===== src/ilid_pkg.sv =====
package ilid_pkg;

	localparam int CAPACITY_DEF = 64;
	localparam int DATA_W       = 64;
	localparam int CMD_W        = 3;
	localparam int IDX_W        = 6;
	localparam int NSZ_W        = 7;
	localparam int LEN_OUT_W    = 7;
	localparam int ST_W         = 2;

	typedef enum logic [CMD_W-1:0] {
		CMD_READ   = 3'd0,
		CMD_WRITE  = 3'd1,
		CMD_APPEND = 3'd2,
		CMD_INSERT = 3'd3,
		CMD_DELETE = 3'd4,
		CMD_RESIZE = 3'd5
	} cmd_t;

	typedef enum logic [ST_W-1:0] {
		ST_OK    = 2'd0,
		ST_RANGE = 2'd1,
		ST_FULL  = 2'd2
	} status_t;

	typedef enum logic [1:0] {
		S_IDLE,
		S_EXEC,
		S_SHIFT,
		S_OUT
	} state_t;

	// what every cell does this cycle
	typedef enum logic [2:0] {
		COP_NONE,
		COP_WRITE,
		COP_APPEND,
		COP_INSERT,
		COP_DELETE,
		COP_GROW,
		COP_SNAP,
		COP_SHIFT
	} cell_op_t;

	typedef struct packed {
		cell_op_t            cop;
		logic [DATA_W-1:0]   value;
	} ctrl_t;

endpackage


===== src/ilid_cell.sv =====
module ilid_cell #(
	parameter int CMP_W = 7
) (
	input  logic                        clk,
	input  ilid_pkg::ctrl_t             ctrl,
	input  logic [CMP_W-1:0]            idx_e,
	input  logic [CMP_W-1:0]            len_e,
	input  logic [CMP_W-1:0]            pos,
	input  logic [ilid_pkg::DATA_W-1:0] left_word,
	input  logic [ilid_pkg::DATA_W-1:0] right_word,
	input  logic [ilid_pkg::DATA_W-1:0] right_rd,
	output logic [ilid_pkg::DATA_W-1:0] word,
	output logic [ilid_pkg::DATA_W-1:0] rd
);

	logic [ilid_pkg::DATA_W-1:0] word_q;
	logic [ilid_pkg::DATA_W-1:0] rd_q;

	// payload only, no reset
	always_ff @(posedge clk) begin
		case (ctrl.cop)
			ilid_pkg::COP_WRITE: begin
				if (pos == idx_e) word_q <= ctrl.value;
			end
			ilid_pkg::COP_APPEND: begin
				if (pos == len_e) word_q <= ctrl.value;
			end
			ilid_pkg::COP_INSERT: begin
				if (pos == idx_e) word_q <= ctrl.value;
				else if (pos > idx_e) word_q <= left_word;
			end
			ilid_pkg::COP_DELETE: begin
				if (pos >= idx_e) word_q <= right_word;
			end
			ilid_pkg::COP_GROW: begin
				if (pos >= len_e) word_q <= '0;
			end
			ilid_pkg::COP_SNAP: begin
				rd_q <= word_q;
			end
			ilid_pkg::COP_SHIFT: begin
				rd_q <= right_rd;
			end
			default: begin
			end
		endcase
	end

	assign word = word_q;
	assign rd   = rd_q;

endmodule


===== config.mk =====
export PLATFORM = sky130hd
export DESIGN_NAME = ilid_cell
export DESIGN_NICKNAME = d
export VERILOG_FILES = /design/src/ilid_pkg.sv /design/src/ilid_cell.sv
export SDC_FILE = /design/constraint.sdc
export NUM_CORES = 1
export LEC_CHECK = 0
export ABC_AREA = 1
export ABC_CLOCK_PERIOD_IN_PS = 5400
export BUFFER_PORTS_ARGS = -buffer_cell sky130_fd_sc_hd__buf_4
export CORE_AREA = 2 2 160 162
export DETAILED_ROUTE_END_ITERATION = 7
export DIE_AREA = 0 0 162 164
export SLEW_MARGIN = 20
export SYNTH_ARGS = -nofsm -noshare
export SYNTH_HDL_FRONTEND = slang
export SYNTH_SLANG_ARGS = --single-unit

===== constraint.sdc =====
create_clock -name clk -period 5.4 [get_ports clk]
set_input_delay 0.27 -clock clk [delete_from_list [all_inputs] [get_ports clk]]
set_output_delay 0.27 -clock clk [all_outputs]
set_load 0.02 [all_outputs]

Word level (Yosys, flattened, before mapping)
Index checks and enable logic that the tools add are counted.
{"block": "totals", "register_bits": 128, "latch_bits": 0, "ram_bits": 0, "mem_bits_ro": 0, "out_inout_bits": 128, "wordCells": 30, "memories": 0}
{"block": "op_classes", "n_addsub": 0, "n_mul": 0, "n_div": 0, "n_lt_le_gt_ge": 3, "n_eq_ne": 14, "shifts": 0, "n_mux": 8, "n_bitwise": 0, "reduce_logical": 3}
{"cell": "2-to-1 mux 64 bit", "count": 6}
{"cell": "case mux 64 bit (5 select lines)", "count": 1}
{"cell": "case mux 64 bit (2 select lines)", "count": 1}
{"cell": "== test 7 bit", "count": 2}
{"cell": ">= comparator 7 bit", "count": 2}
{"cell": "== test 3 bit (second input constant)", "count": 4}
{"cell": "inequality test 2 bit (second input constant)", "count": 4}
{"cell": "greater-than comparator 7 bit", "count": 1}
{"cell": "== test 3 x 2 -> 1 bit (second input constant)", "count": 2}
{"cell": "AND reduction 6 bit", "count": 1}
{"cell": "nonzero test 5 bit", "count": 1}
{"cell": "== test 3 x 1 -> 1 bit (second input constant)", "count": 1}
{"cell": "inequality test 3 bit (second input constant)", "count": 1}
{"cell": "nonzero test 2 bit", "count": 1}

Logic depth before layout (Yosys ltp)
Gate-level depths: netlist (run 1).
{"block": "depth", "depth_word": 4, "depth_mapped": 10, "ltp_nobuf": 10}

Least setup slack after synthesis (run 1)
Ideal clock, no wire load.
{"block": "synth_path", "kind": "in2reg", "from": "input idx_e[6]", "to": "register word_q, in the netlist word[0] (enable)", "setup_time_ps": 488, "arrival_ps": 3945, "path_slack_ps": 968, "path_stages": 10, "cell_sequence": "inv_1 -> ha_1 -> nand2_1 -> nor2_1 -> nand2_1 -> inv_1 -> buf_4 -> buf_2 -> a21oi_1 -> nor2_1"}
{"block": "synth_between", "elab_chain_len": 3}
{"element": "start: declaration", "line_no": "ilid_cell.sv:6", "text": "input logic [CMP_W-1:0] idx_e,"}
{"element": "greater-than comparator 7 bit (tied with other cells)", "line_no": "ilid_cell.sv:30", "text": "else if (pos > idx_e) word_q <= left_word;"}
{"element": "inequality test 3 bit (no line) / inequality test 2 bit (equally long branches)"}
{"element": "AND reduction 6 bit (no line) *"}
{"element": "end signal: assignment", "line_no": "ilid_cell.sv:29", "text": "if (pos == idx_e) word_q <= ctrl.value;"}
{"element": "end signal: assignment", "line_no": "ilid_cell.sv:30"}
{"element": "end signal: assignment", "line_no": "ilid_cell.sv:33", "text": "if (pos >= idx_e) word_q <= right_word;"}
{"element": "end: declaration", "line_no": "ilid_cell.sv:16", "text": "logic [ilid_pkg::DATA_W-1:0] word_q;"}
Mark *: on every way between the ends. The rest lies on a longest branch, timed or not.
A chain may end at the register's enable or synchronous reset.

Worst setup path after layout (run 1)
{"block": "layout_path", "from": "input ctrl[65] in the netlist's numbering", "to": "register word_q, in the netlist word[22], data pin"}
{"block": "layout_between", "elab_chain_len": 2}
{"element": "start: declaration", "line_no": "ilid_cell.sv:5", "text": "input ilid_pkg::ctrl_t ctrl,"}
{"element": "== test 3 bit (tied with other cells)", "line_no": "ilid_cell.sv:21", "text": "case (ctrl.cop)"}
{"element": "case mux 64 bit (5 select lines) *", "line_no": "ilid_cell.sv:21"}
{"element": "end signal: assignment", "line_no": "ilid_cell.sv:23", "text": "if (pos == idx_e) word_q <= ctrl.value;"}
{"element": "end signal: assignment", "line_no": "ilid_cell.sv:26", "text": "if (pos == len_e) word_q <= ctrl.value;"}
{"element": "end signal: assignment", "line_no": "ilid_cell.sv:29"}
Marked as above.

==> results.md, run 1 <==
- Worst min path class: primary input to flip-flop
- Post-CTS Setup Bufs: 0
- Top cells by count, synth: nand2_1 (153), edfxtp_1 (128), nor2_1 (71)
- Async S/R FF share, synth: 0
- Register area share after synthesis: 0.569
- Skew final: between 9 and 10 ps
- EDFF count, synth: about 130
- CP peak stage delay: between 900 and 1000 ps
- Arr. time, crit path: between 3000 and 4000 ps
- Clock Tree Root: clkbuf_16
- Via density: 4.70
- Clock Pin Slew Worst Setup and Hold Paths: around 60 ps
- Worst path bufs/invs: 3
- HPWL after detailed placement: approximately 19000 µm
- Area of the core: approximately 25000 µm²
- CP delay by family, top: buffers and inverters
- Post-synth top flop: edfxtp_1
- GR Util All Layers: 0.187
- Top-count cell post-synth: nand2_1
- CTS Hold Bufs: 0
- H-tree depth: 4
- Drt wl/cell: between 15 and 20 µm
- Die Wd: 162 µm
- Synthesized area: a little under 7000 µm²
- Ys Warns: 0
- CTS buffer count: 17
- Max Clk Rate: around 360 MHz
- Die H: between 150 and 200 µm
- First-pass GRT wire length: between 30000 and 40000 µm
- Worst path most repeated cell: buf_4
- Largest net degree at the start of global routing: 66
- Layout Nets: about 1.3k
- Clk buf depth: 2
- Worst-path cell with the longest stage delay: nor2_4
- Resized Gates After CTS: 0
- Least-Margin Pin Slew: ~1100 ps
- TritonRoute pass-1 iters: 5
- Outcome: complete, no violations
- Setup_tns: 0 ps
- Post-Syn Area per Cell: 10.6 µm²
- Initial Util: 0.272
- Gate Count Post-Synth: 638
- Power per cell area: slightly above 300 nW/µm²
- Port Buffers: roughly 410
- Via count: 6460
- Final core occ: 0.433
- Setup crit start kind: primary input
- Final period util: 0.516
- Max Slew Vio Count: 0
- CP Max Fanout: between 60 and 70
- Top-area cell type share of the netlist area: 0.569
- Max VDD drop: between 0.15 and 0.2 mV
- DRC: 0
- Number of global-route vias before repair: ~6.4k
- Final setup viols: 0
- Initial antenna violation count: 1
- Required time at the worst-slack endpoint: approximately 5700 ps
- Post-synthesis cell type count: 21
- Worst skew pair latency: around 410 ps
- Post-route ant nets: 0
- Critical path capture point type: flip-flop
- Crit path cell chain: buf_4 > nand3_1 > clkinv_2 > nor2_4 > buf_4 > nand2_1 > o211ai_1
- Clock sinks: between 100 and 150
- Placed cell count: around 1.3k
- Fin. Hold Viols: 0
- Synthesized net count: approximately 930
- FF+latch count, synth: roughly 130
- CTS tree: built
- Slew headroom: 0.292
- Crit Path Class: primary input to flip-flop
- Top cells by area, synth: edfxtp_1 (57%), mux2_1 (10%), nand2_1 (8.5%)
- I/O pin count: around 410
- Fin cells: between 1k and 1.5k
- Post-layout min period: 2790 ps
- Congestion Overflow GR: 0
- 1st-iter DRT viols: roughly 400
- RSZ-0062 raised after global routing: false
- Area Growth Syn to Fin: 58.9%
- Die area: between 20000 and 30000 µm²
- # rows: 58
- Cell taking the most area after synthesis: edfxtp_1
- GPL Wtd Cong: 0.815
- Maxcap violations: 0
- DRT Wirelength: 26000 µm
- Tot Pwr: 3240 µW
- Share of cells above drive strength 1: 0.439
- P_leak: ~0.0045 µW
==> cell type report <==
cell class	instances	area, µm²
well taps	330	413
clock buffers	18	429
diodes	1	2.50
multi-input cells	446	2650
flip-flops and latches	128	3840
clock inverters	13	188
fillers	2420	14100
inverters	25	95.1
repair buffers	414	3120
==> routing by layer <==
metal | GRT usage | routed length [µm] | vias to the layer above
met2 | 0.322 | 13000 | 293
met3 | 0.0505 | 2100 | 23
met4 | 0.0591 | 477 | 0
met1 | 0.227 | 10400 | 3064
li1 | - | - | 3080
met5 | 0 | 0 | -
==> sequential cells by signal, summed over array words and instances (netlist names) <==
name	flops
rd	64
word	64
==> layout by cell type (no fill, tap or decap) <==
cell         n
o21ai_0      4
clkbuf_16   17
buf_12       1
nor2_1      70
nor2_2       1
inv_6        1
nand2_1    152
mux2_2       4
nand4_1      1
clkinv_2     4
buf_4      413
inv_1       20
nand2_4      1
nand2_2      1
nand3b_1     2
nor2_4       2
inv_2        4
o211ai_1    64
a21oi_1      5
ha_1        14
mux2_1      60
clkbuf_1     1
nand3_1      5
o21ai_1     60
bufinv_16    4
diode_2      1
edfxtp_1   128
clkinv_4     5
==> stage by stage <==
stage / worst slack, ps / hold WS, ps / instance area (µm²)
2_1_floorplan: 968 / 471 / 6760
3_3_place_gp: 2690 / 552 / 10100
3_5_place_dp: 2620 / 553 / 10100
4_1_cts: 3070 / 118 / 10700
5_1_grt: 2370 / 114 / 10700
6_report: 2610 / 136 / 10700
==> logic make-up (layout without fill, tap and decap cells) <==
logic type                 after synthesis  count (layout)  share of synthesized area
adders and majority gates               14              14                     0.0259
AOI/OAI and AO/OA                      133             133                      0.122
DFF                                    128             128                      0.569
other                                    0               1                          0
and+or+nand+nor                        235             235                      0.135
muxes                                   64              64                      0.107
buffers and inverters                   64             470                     0.0415
==> worst paths after layout <==
path,startpoint,end,slack (ps),cells past startpoint
worst max-delay path,ctrl[65],word[22],2610,7
worst min-delay path,right_rd[55],rd[55],140,2
worst min register to register,word[17],rd[17],560,1
worst max register to register,word[55],rd[55],4300,1
==> report_power, final <==
group          internal, µW  switching, µW  leakage [µW]
combinational           346            363       0.00305
sequential             1240           60.2       0.00119
clock                   773            458      0.000304
total                  2360            881       0.00454
Note: power is estimated with default switching activity, not from simulation.
==> inputs of run 2 (changes only) <==
--- a/config.mk
+++ b/config.mk
@@ -6,11 +6,11 @@
 export NUM_CORES = 1
 export LEC_CHECK = 0
 export ABC_AREA = 1
-export ABC_CLOCK_PERIOD_IN_PS = 5400
+export ABC_CLOCK_PERIOD_IN_PS = 2300
 export BUFFER_PORTS_ARGS = -buffer_cell sky130_fd_sc_hd__buf_4
-export CORE_AREA = 2 2 160 162
+export CORE_AREA = 2 2 159 161
 export DETAILED_ROUTE_END_ITERATION = 7
-export DIE_AREA = 0 0 162 164
+export DIE_AREA = 0 0 161 163
 export SLEW_MARGIN = 20
 export SYNTH_ARGS = -nofsm -noshare
 export SYNTH_HDL_FRONTEND = slang
==> constraint.sdc (replaced) <==
create_clock -name clk -period 2.3 [get_ports clk]
set_input_delay 0.115 -clock clk [delete_from_list [all_inputs] [get_ports clk]]
set_output_delay 0.115 -clock clk [all_outputs]
set_load 0.02 [all_outputs]
==> run 2 against run 1 <==
Clock skew rose by 3.5 ps. Largest cell class is now buffers. Flip-flop and latch count did not move. Clock-buffer cell count rose by 1. Register-to-register slack got worse by 3100 ps. Hold slack got worse by 120 ps. First-iteration DRC count rose by 16%. Power rose by 130%. Combinational power rose to 2.7 times the previous value. Global-route usage rose by 1.2 points. Wire length rose by 4.6%.
==> results.md, run 2 (same netlist as run 1, synthesis figures left out) <==
- Clock Tree Root: clkbuf_16
- Largest net degree at the start of global routing: 65 (-1.5%)
- Setup crit start kind: primary input
- Placed cell count: 1350 (+0.52%)
- Clock Pin Slew Worst Setup and Hold Paths: 70 ps (about the same)
- Least-Margin Pin Slew: 834 ps (-228 ps)
- Resized Gates After CTS: 0 (unchanged)
- Max Clk Rate: around 470 MHz
- DRC: 0 (unchanged)
- Arr. time, crit path: 2410 ps (-630 ps)
- Power per cell area: 621 nW/µm² (+110%)
- Final setup viols: 0 (unchanged)
- Die area: 26200 µm² (-1.2%)
- Skew final: 12.6 ps (+3.45 ps)
- Initial antenna violation count: 1 (unchanged)
- Die H: 163 µm (-0.61%)
- Crit Path Class: primary input to flip-flop
- Commonest non-fill, non-tap cells in the layout: buf_4 (416), nand2_1 (150), edfxtp_1 (128), dlygate4sd3_1 (120), nor2_1 (69)
- Required time at the worst-slack endpoint: 2590 ps (-3060 ps)
- Worst skew pair latency: 410 ps (about the same)
- TritonRoute pass-1 iters: 4 (-1)
- Worst hold path startpoint: ctrl[38]
- Max VDD drop: 0.400 mV (+140%)
- I/O pin count: 409 (unchanged)
- Share of cells above drive strength 1: 0.410 (-0.0283)
- Initial Util: 0.274 (+0.00160)
- Die Wd: 161 µm (-0.62%)
- CP startpoint: ctrl[64]
- Outcome: complete, no violations
- GR Util All Layers: 0.198 (+0.0119)
- Area Growth Syn to Fin: 78.7%
- Fin cells: 1502 (+9.2%)
- Tot Pwr: 7500 µW (+130%)
- CP Max Fanout: 36 (-45%)
- Placed cell areas: 10300 µm² (+2.1%)
- 1st-iter DRT viols: 459 (+16%)
- Congestion Overflow GR: 0 (unchanged)
- P_leak: 0.00505 µW (+11%)
- Clk buf depth: 2 (unchanged)
- Worst min path class: primary input to flip-flop
- Port Buffers: 408 (unchanged)
- Fin. Hold Viols: 0 (unchanged)
- CTS tree: built
- H-tree depth: 4 (unchanged)
- DRT Wirelength: 27200 µm (+4.6%)
- Via count: 6974 (+8.0%)
- Most common cell after layout, fill and taps aside: buf_4
- Clock sinks: 128 (unchanged)
- Fillers: 2296 (-5.1%)
- Post-layout min period: 2120 ps
- Final period util: 0.921
- Diode count: 0 (-1)
- Post-route ant nets: 0 (unchanged)
- Multi-input gate area: 2740 µm² (+3.5%)
- Maxcap violations: 0 (unchanged)
- Final Cell Area: 12100 µm² (+12%)
- Number of global-route vias before repair: 7035 (+10%)
- GPL Wtd Cong: 0.816 (about the same)
- Setup_tns: 0 ps (unchanged)
- Critical path capture point type: flip-flop
- Drt wl/cell: 18.1 µm (-4.2%)
- Area of the core: 24700 µm² (-0.58%)
- First-pass GRT wire length: 39600 µm (+6.4%)
- Register Area: 3840 µm² (unchanged)
- RSZ-0062 raised after global routing: false
- # rows: 58 (unchanged)
- Slew headroom: 0.443 (+0.151)
- Reg-to-reg critical path startpoint: word[35]
- HPWL after detailed placement: 19600 µm (+5.1%)
- CTS buffer count: 17 (unchanged)
- Via density: 4.64 (-1.2%)
- Layout Nets: 1454 (+9.6%)
- Max Slew Vio Count: 0 (unchanged)
[run 2: per-stage QoR]
step                hold slack (ps)  utilization  worst slack [ps]
finish                         17.5        0.489               182
global route                   11.8        0.489              38.7
CTS                           0.212        0.489               192
detailed placement              402        0.419               318
global placement                397        0.419               375
floorplan                       316            -             -6.30
[run 2: layout make-up]
cell class              instances  share of cell area
repair buffers                541               0.366
flip-flops and latches        128               0.318
multi-input cells             446               0.227
clock buffers                  19              0.0359
well taps                     330              0.0342
inverters                      25             0.00912
clock inverters                13             0.00891
[run 2: metal layers]
layer / vias to the layer above / part of all wire / global-route usage
li1: 3330 / - / -
met1: 3281 / 0.40 / 0.233
met2: 317 / 0.51 / 0.351
met3: 46 / 0.069 / 0.0491
met4: 0 / 0.027 / 0.0726
met5: - / 0 / 0
[run 2: final timing paths]
kind	to	slack [ps]	cells past startpoint
hold reg to reg	rd[29]	560	1
hold / removal	word[38]	20	3
setup reg to reg	rd[35]	1180	1
setup / recovery	word[16]	180	8
[run 2: timing repair]
action	in CTS	in global routing
setup endpoints to repair	0	0
hold buffers	120	0
buffers inserted	0	0
endpoints found under the hold margin	98	0
[run 2: report_power, final]
part	switching, µW	total (µW)	internal, µW
logic	918	1910	993
clock network	1120	2520	1400
registers	144	3060	2920
[run 2: critical path, stage by stage]
cell           delay [ps]
buf_4                 130
nand3_1               110
inv_2                  60
nor2_4                630
buf_4                 530
nand2_1               120
o211ai_1              110
dlygate4sd3_1         570
